===== src/rtl/qvat_pkg.sv =====
`timescale 1ns / 1ps
// ----------------------------------------------------------------------------
// qvat_pkg
// Shared types and constants of the quad vertex affine transform unit.
// ----------------------------------------------------------------------------
package qvat_pkg;

	// Default coordinate width and number of fraction bits of the factors.
	localparam int COORD_BITS_DEFAULT = 16;
	localparam int FRAC_BITS_DEFAULT  = 14;

	// Cosine, sine and scale factors are always 16 bits wide.
	localparam int FACTOR_BITS = 16;

	// Number of vertices and the width of the register index.
	localparam int NUM_VERTS   = 4;
	localparam int CFG_IDX_BITS = 3;

	// Corners loaded at reset, vertex one first.
	localparam int RESET_X [NUM_VERTS] = '{100, 250, 250, 100};
	localparam int RESET_Y [NUM_VERTS] = '{100, 100, 250, 250};

	// Command codes.
	typedef enum logic [1:0] {
		KIND_TRANSLATE = 2'd0,
		KIND_ROTATE    = 2'd1,
		KIND_SCALE     = 2'd2,
		KIND_RESTORE   = 2'd3
	} kind_t;

endpackage


===== src/rtl/qvat_cfg_regs.sv =====
`timescale 1ns / 1ps
// ----------------------------------------------------------------------------
// qvat_cfg_regs
// Register bank holding the initial corners that a restore command reloads.
// ----------------------------------------------------------------------------
module qvat_cfg_regs #(
	parameter int COORD_BITS = qvat_pkg::COORD_BITS_DEFAULT
) (
	input  logic                                clk,
	input  logic                                arst_n,
	input  logic                                cfg_we,
	input  logic [qvat_pkg::CFG_IDX_BITS-1:0]   cfg_index,
	input  logic [COORD_BITS-1:0]               cfg_data,
	output logic signed [COORD_BITS-1:0]        init_x [qvat_pkg::NUM_VERTS],
	output logic signed [COORD_BITS-1:0]        init_y [qvat_pkg::NUM_VERTS]
);
	import qvat_pkg::*;

	logic signed [COORD_BITS-1:0] init_x_q [NUM_VERTS];
	logic signed [COORD_BITS-1:0] init_y_q [NUM_VERTS];

	// Even indexes hold x, odd indexes hold y; the upper bits pick the vertex.
	always_ff @(posedge clk or negedge arst_n) begin
		if (!arst_n) begin
			for (int i = 0; i < NUM_VERTS; i++) begin
				init_x_q[i] <= COORD_BITS'(RESET_X[i]);
				init_y_q[i] <= COORD_BITS'(RESET_Y[i]);
			end
		end else if (cfg_we) begin
			if (cfg_index[0]) begin
				init_y_q[cfg_index[CFG_IDX_BITS-1:1]] <= $signed(cfg_data);
			end else begin
				init_x_q[cfg_index[CFG_IDX_BITS-1:1]] <= $signed(cfg_data);
			end
		end
	end

	assign init_x = init_x_q;
	assign init_y = init_y_q;

endmodule


===== config.mk =====
export PLATFORM = sky130hd
export DESIGN_NAME = qvat_cfg_regs
export DESIGN_NICKNAME = d
export VERILOG_FILES = /design/src/rtl/qvat_pkg.sv /design/src/rtl/qvat_cfg_regs.sv
export SDC_FILE = /design/constraint.sdc
export NUM_CORES = 1
export LEC_CHECK = 0
export ABC_CLOCK_PERIOD_IN_PS = 2000
export BUFFER_PORTS_ARGS = -buffer_cell sky130_fd_sc_hd__buf_4
export CORE_UTILIZATION = 45
export DETAILED_ROUTE_END_ITERATION = 8
export GPL_ROUTABILITY_DRIVEN = 0
export PLACE_DENSITY = 0.69
export SETUP_SLACK_MARGIN = 0.3
export SYNTH_ARGS = -nofsm -noshare
export SYNTH_HDL_FRONTEND = slang
export SYNTH_SLANG_ARGS = --single-unit

===== constraint.sdc =====
create_clock -name clk -period 2 [get_ports clk]
set_input_delay 0.2 -clock clk [delete_from_list [all_inputs] [get_ports clk]]
set_output_delay 0.2 -clock clk [all_outputs]
set_load 0.01 [all_outputs]

# Word-level counts from Yosys, hierarchy flattened
# Index checks and enable logic that the tools add are counted.
# totals
ff_bits	128
latch_bits	0
mem_bits_rw	0
mem_bits_ro	0
inputBits	22
out_inout_bits	128
elab_cells	19
mem_count	0
# op_classes
addsub	0
mul	0
n_div	0
order_cmp	2
n_eq_ne	0
shifts	0
n_mux	4
n_bitwise	2
n_reduce_logical	3
# op_table
op	count
64-bit bitwise mux	2
16-bit demux with 2-bit select	1
16-bit 2-to-1 mux	1
2-bit AND reduction	2
3-bit greater-or-equal comparator (second input constant)	1
3-bit by 1-bit < comparator with 1-bit output (second input constant)	1
2-bit NOT with 3-bit output	1
1-bit logical AND	1
1-bit NOT	1

# Logic depth before layout (Yosys ltp)
# Gate-level depths: netlist of run 1.
# depth
ltp_word	6
ltp_mapped	5
depth_no_buf	2

# Least setup slack after synthesis of run 1
# Ideal clock, no wire load.
# synth_timing
kind	in2reg
from	in cfg_index[0] (netlist name)
to	reg init_x_q (netlist bit init_x[55])
setup_ns	0.125
t_arrival_ns	1.290
t_required_ns	1.875
path_slack_ns	0.584
cell_stages	4
path_buffers	2
cell_sequence	buf_6 -> nor4b_4 -> buf_8 -> mux2_4
# synth_via
elab_chain_cells	2
# synth_rtl
element	line	text
start, declared	qvat_cfg_regs.sv:12	input logic [qvat_pkg::CFG_IDX_BITS-1:0] cfg_index,
1-bit NOT (no source line)	-	
2-bit AND reduction (no source line)	-	
end signal, assigned by index	qvat_cfg_regs.sv:26	init_x_q[i] <= COORD_BITS'(RESET_X[i]);
end signal, assigned by index	qvat_cfg_regs.sv:33	init_x_q[cfg_index[CFG_IDX_BITS-1:1]] <= $signed(cfg_data);
end, declared	qvat_cfg_regs.sv:19	logic signed [COORD_BITS-1:0] init_x_q [NUM_VERTS];
# No other way between the ends.
# A chain may end at the register's enable or synchronous reset.

# Final worst setup path of run 1
# layout_timing
from	reg init_y_q (netlist bit init_y[20])
to	out init_y[20] (netlist name)
# layout_lines
element	line	text
start, declared	qvat_cfg_regs.sv:20	logic signed [COORD_BITS-1:0] init_y_q [NUM_VERTS];
start signal, assigned by index	qvat_cfg_regs.sv:27	init_y_q[i] <= COORD_BITS'(RESET_Y[i]);
start signal, assigned by index	qvat_cfg_regs.sv:31	init_y_q[cfg_index[CFG_IDX_BITS-1:1]] <= $signed(cfg_data);
end, declared	qvat_cfg_regs.sv:15	output logic signed [COORD_BITS-1:0] init_y [qvat_pkg::NUM_VERTS]
# No word-level cell between the ends.

==> summary.md, run 1 <==
| Metric | Value |
|---|---|
| FF-to-FF End | init_y[46] |
| Commonest non-fill, non-tap cell in the layout | buf_4 |
| CP delay by family, top | flip-flops |
| Critical path launch point | init_y[20] |
| Yosys reg bits | 128 |
| Clk_lat worst skew | 510 ps |
| Worst path cell trace | buf_4 |
| Pin count of the biggest net entering global routing | 79 |
| Worst reg2reg startpoint | init_y[46] |
| Critical-path top delay cell | dfstp_2 |
| Mapped Cells | 279 |
| Worst path required time | 1800 ps |
| R2R depth | 1 |
| CTS Buf Count | 17 |
| Clock Tree Buf Depth | 2 |
| DIE AREA | 11500 um^2 |
| Tcrit/Tclk final | 68.9% |
| Top Ports | 150 |
| Most frequent cells in the layout | 154 x buf_4, 118 x mux2_2, 92 x dfrtp_1, 36 x dfstp_2, 20 x clkbuf_16 |
| Area growth, synth to finish | 41.4% |
| Gr ovfl total | 0 |
| Place WS | 378 ps |
| Status | finished, final reports clean |
| Leakage | 3.25 nW |
| RSZ-0062 raised after global routing | false |
| Die span in y | 107 um |
| Die Width | 107 um |
| Synth warnings | 0 |
| Final worst slack | 622 ps |
| Worst Path Buf+Inv | 1 |
| Dpl hpwl | 7820 um |
| Crit path time final | 1380 ps |
| DRC Markers | 0 |
| Max-cap violations | 0 |
| Worst-path clk slew | 60 ps |
| Final ANT Viol Nets | 0 |
| Setup Buffers After CTS | 0 |
| Peak VDD IR | 0.587 mV |
| Fmax | 726 MHz |
| Min-delay worst type | in2async |
| Vias in the first global route | 3123 |
| Final Hold Vio Count | 0 |
| Crit Path Category | reg2out |
| Initial DRC count | 68 |
| Total GRT Usage | 21.7% |
| PwrDens | 1240 nW/um^2 |
| CTS Root Buffer Type | clkbuf_8 |
| Critical path endpoint category | primary output |
| Clock sink total | 128 |
| # resized after CTS | 0 |
| Initial Util | 47.2% |
| Crit-path max FO | 2 |
| Seq/Total Area, Yosys | 65.5% |
| Fillers | 758 |
| Mapped Nets | 301 |
| Net count, final | 478 |
| CTS Hold Bufs | 17 |
| Utilization after layout | 66.8% |
| CTS tree | built |
| Max-slew headroom | 54.2% |
| Ant diodes | 0 |
| Final wirelength | 11700 um |
| Drt wl/cell | 19.4 um |
| R2R Setup Slk | 1200 ps |
| Final setup violation count | 0 |
| Vias | 3058 |
| Final Max Tran Viols | 0 |
| Largest stage delay on the critical path | 550 ps |
| Arrival time of the worst setup path | 1180 ps |
| Initial antenna violation count | 0 |
| Worst path depth | 1 |
| Number of vias per cell | 5.05 |
| Setup crit end | init_y[20] |
| Row cnt | 37 |
| Post-synthesis cell type count | 13 |
| Share of layout cells above drive strength 1 | 76.8% |
| H-Tree Depth | 4 |
| Core area | 10500 um^2 |
| IO buf count | 149 |
| Post-synthesis cell area | 4960 um^2 |
| Crit start category | flip-flop |
| First-pass GRT wire length | 18100 um |
| Worst-Margin Slew | 685 ps |
| Syn avg cell area | 17.8 um^2 |
| Clk_skew | 0 ps |
| Setup TNS | 0 ps |
| Pre-antenna DRT Iters | 4 |
[routing by layer]
layer  routed length [um]  vias to the layer above  part of all wire, %  track usage (%)
li1                     -                     1366                    -                -
met1                 5510                     1573                   47             30.3
met2                 5320                      107                   45             31.8
met3                  786                       12                  6.7             7.54
met4                  100                        0                 0.85             6.16
met5                    0                        -                    0                0
[per-stage QoR]
stage | cells | hold slack [ps] | area, um^2 | power [mW]
CTS | 605 | 112 | 7020 | 8.78
global placement | 556 | 109 | 6240 | 5.62
detailed placement | 556 | 110 | 6240 | 5.68
floorplan | 279 | -95.6 | 4960 | 4.46
global route | 605 | 118 | 7020 | 9.09
finish | 605 | 118 | 7020 | 8.70
[synthesized netlist by cell type]
library cell    n  area share (%)
mux2_2        118              27
nand4_2         1            0.25
nor4b_4         1            0.48
buf_8           1            0.30
buf_2           7            0.71
buf_6           5             1.1
buf_4           2            0.30
dfstp_2        36              19
and4bb_2        1            0.25
mux2_4         10             3.0
dfrtp_1        92              46
nand4b_2        3            0.91
nor4bb_1        2            0.40
[worst min-delay path by stage]
stage | start | endpoint | slack (ps)
floorplan | arst_n | init_x[0] | -100
global placement | arst_n | init_x[24] | 110
detailed placement | arst_n | init_x[24] | 110
CTS | arst_n | init_y[15] | 110
global route | arst_n | init_x[24] | 120
finish | arst_n | init_x[24] | 120
[final cells by class]
| class | instances | area (um^2) | area share [%] |
|---|---|---|---|
| clock inverters | 10 | 81.3 | 1.16 |
| clock buffers | 22 | 528 | 7.52 |
| well taps | 136 | 170 | 2.43 |
| repair buffers | 173 | 1370 | 19.5 |
| multi-input cells | 136 | 1620 | 23.1 |
| flip-flops and latches | 128 | 3250 | 46.3 |
[sequential cells by signal (all words and copies together), names as in the netlist]
| signal | cells |
|---|---|
| init_y | 64 |
| init_x | 64 |
[cell families (layout without fill, tap and decap cells)]
group	after synthesis	count (layout)	synth area share [%]
multiplexers	128	128	29.8
AND/OR/NAND/NOR	8	8	2.29
flip-flops	128	128	65.5
buffers and inverters	15	205	2.45
[where the power goes]
group	internal, mW	switching (mW)
combinational	1.20	0.829
clock	1.88	1.17
sequential	3.28	0.334
total	6.36	2.34
Note: power is estimated with default switching activity, not from simulation.
==> run 2: changes to the inputs <==
--- a/config.mk
+++ b/config.mk
@@ -5,7 +5,8 @@
 export SDC_FILE = /design/constraint.sdc
 export NUM_CORES = 1
 export LEC_CHECK = 0
-export ABC_CLOCK_PERIOD_IN_PS = 2000
+export ABC_AREA = 1
+export ABC_CLOCK_PERIOD_IN_PS = 1400
 export BUFFER_PORTS_ARGS = -buffer_cell sky130_fd_sc_hd__buf_4
 export CORE_UTILIZATION = 45
 export DETAILED_ROUTE_END_ITERATION = 8
==> constraint.sdc (replaced) <==
create_clock -name clk -period 1.4 [get_ports clk]
set_input_delay 0.14 -clock clk [delete_from_list [all_inputs] [get_ports clk]]
set_output_delay 0.14 -clock clk [all_outputs]
set_load 0.01 [all_outputs]
==> run 2 against run 1 <==
Critical path depth unchanged; power up 50%; worst hold slack worse by 100 ps; global-route usage up 5.6 points; clock skew unchanged; die area up 2.9%; core utilization up 4.7 points; critical path type unchanged; highest routed layer unchanged.
==> summary.md, run 2 <==
| Metric | Value |
|---|---|
| Status | finished, final reports clean |
| Final wirelength | 15900 um |
| CP delay by family, top | flip-flops |
| Post-synthesis cell type count | 11 |
| Mux cell area share after synthesis | 0% |
| Die Width | 109 um |
| Worst reg2reg startpoint | init_y[25] |
| Syn avg cell area | 8.81 um^2 |
| Pre-antenna DRT Iters | 5 |
| Synth top area cells | dfrtp_1 45%, nand2_1 22%, dfstp_2 19% |
| Post-synth top flop | dfrtp_1 |
| Power Internal | 9.49 mW |
| Top-count cell post-synth | nand2_1 |
| Crit path time final | 1220 ps |
| Ant diodes | 0 |
| Post-synthesis cell area | 5110 um^2 |
| Clock power frac | 36.1% |
| FF-to-FF End | init_y[25] |
| IO buf count | 149 |
| Psw | 3.56 mW |
| Largest stage delay on the critical path | 560 ps |
| Yosys reg bits | 128 |
| Initial DRC count | 416 |
| Arrival time of the worst setup path | 1080 ps |
| Synth area leader | dfrtp_1 |
| Mapped Nets | 602 |
| PwrDens | 1670 nW/um^2 |
| Total GRT Usage | 27.2% |
| CTS Buf Count | 17 |
| Worst path required time | 1260 ps |
| Worst path cell trace | buf_6 |
| Synth warnings | 0 |
| Leakage | 4.18 nW |
| Dpl hpwl | 9830 um |
| Vias | 4773 |
| Max-slew headroom | 59.1% |
| CTS tree | built |
| Clk_lat worst skew | 420 ps |
| Pin count of the biggest net entering global routing | 44 |
| Most frequent cells in the layout | 299 x nand2_1, 108 x buf_6, 106 x buf_4, 96 x nand3_1, 92 x dfrtp_1 |
| Worst-Margin Slew | 611 ps |
| Simple-gate share of the synthesized area | 32.0% |
| Tcrit/Tclk final | 86.8% |
| RSZ-0062 raised after global routing | true |
| Register share of total power | 39.2% |
| Fmax | 823 MHz |
| Drt wl/cell | 17.2 um |
| First-pass GRT wire length | 23400 um |
| Worst Path Buf+Inv | 1 |
| Area growth, synth to finish | 52.9% |
| Largest family of logic cells by synthesized area | simple AND/OR/NAND/NOR gates |
| Commonest non-fill, non-tap cell in the layout | nand2_1 |
| Clock Tree Buf Depth | 2 |
| Switching share of power | 27.3% |
| Net count, final | 795 |
| Top Ports | 150 |
| Critical path endpoint category | primary output |
| Seq/Total Area, Yosys | 63.6% |
| Min-delay worst type | in2reg |
| Gate power share | 24.7% |
| Crit start category | flip-flop |
| R2R Setup Slk | 520 ps |
| XOR/XNOR Fraction of Synth Area | 0% |
| DIE AREA | 11800 um^2 |
| Hold path depth | 3 |
| Final ANT Viol Nets | 0 |
| Final setup violation count | 0 |
| Worst-path clk slew | 60 ps |
| CTS Root Buffer Type | clkbuf_16 |
| Initial antenna violation count | 0 |
| Clk_skew | 0 ps |
| Crit-path max FO | 2 |
| H-Tree Depth | 4 |
| Post-synth ARST share | 100% |
| Fraction of the mapped netlist area in compound gates | 0% |
| Peak VDD IR | 1.02 mV |
| Vias in the first global route | 4288 |
| Die span in y | 109 um |
| Final Hold Vio Count | 0 |
| Clock sink total | 128 |
| Tot Pwr | 13.0 mW |
| Hold Crit Start | cfg_data[2] |
| Setup TNS | 0 ps |
| Synth Area in Adders | 0% |
| Max-cap violations | 0 |
| Mapped Cells | 580 |
| Initial Util | 46.7% |
| Share of layout cells above drive strength 1 | 36.5% |
| Core area | 10900 um^2 |
| R2R depth | 4 |
| Post-synth top area share | 45.1% |
| Critical-path top delay cell | dfstp_2 |
| Hold Path End | init_x[2] |
| Gr ovfl total | 0 |
| Post-synth EDFFs | 0 |
| Crit Path Category | reg2out |
| Final Max Tran Viols | 0 |
| Synth top cells by count | 299 x nand2_1, 96 x nand3_1, 92 x dfrtp_1 |
| DRC Markers | 0 |
| Number of vias per cell | 5.15 |
| Row cnt | 38 |
-- run 2: metrics by stage --
stage | instance area, um^2 | setup slack (ps) | hold WS, ps | cells | util [%]
2_1_floorplan | 5110 | 422 | -156 | 580 | -
3_3_place_gp | 6410 | 196 | 81.9 | 847 | 58.7
3_5_place_dp | 6410 | 172 | 79.8 | 847 | 58.7
4_1_cts | 7330 | 180 | 7.76 | 888 | 67.0
5_1_grt | 7810 | 162 | 11.0 | 926 | 71.4
6_report | 7810 | 185 | 17.2 | 926 | 71.4
-- run 2: layout make-up --
cell class                 instances  area (um^2)
fill                             807         3120
timing repair buffer             219         2090
tap                              140          175
inverter                           6         22.5
clock inverter                    10          159
sequential                       128         3250
multi-input combinational        401         1640
clock buffer                      22          474
-- run 2: routing by layer --
layer,vias to the layer above,global-route usage [%],part of all wire [%]
met1,2303,38.2,41
met4,0,9.75,2.2
li1,2207,-,-
met3,33,6.09,7.3
met2,230,41.7,49
met5,-,0,0
-- run 2: cells by family (layout without fill, tap and decap cells) --
family        Yosys count  in the layout
simple gates          401            401
flops                 128            128
buf+inv                51            257
-- run 2: worst max path at each step --
stage | slack, ps | from | end | cells past startpoint
CTS | 180 | init_y[7] | init_y[7] | 1
global route | 160 | init_y[17] | init_y[17] | 1
finish | 180 | init_y[7] | init_y[7] | 1
detailed placement | 170 | cfg_index[0] | init_x[14] | 5
floorplan | 420 | cfg_index[0] | init_y[10] | 6
global placement | 200 | cfg_index[0] | init_x[7] | 5
-- run 2: power groups by stage --
stage / Clock [mW] / Combinational, mW / Sequential (mW)
4_1_cts: 4.74 / 2.74 / 5.06
2_1_floorplan: 0 / 0.696 / 5.29
3_5_place_dp: 0 / 2.49 / 5.04
5_1_grt: 4.92 / 3.49 / 5.18
3_3_place_gp: 0 / 2.43 / 5.03
6_report: 4.71 / 3.22 / 5.12
-- run 2: repair_timing --
| item | CTS | global route |
|---|---|---|
| endpoints found under the setup margin | 60 | 121 |
| gates resized for setup | 55 | 53 |
| buffers inserted | 7 | 38 |
| endpoints found under the hold margin | 66 | 0 |
| hold buffers | 2 | 0 |
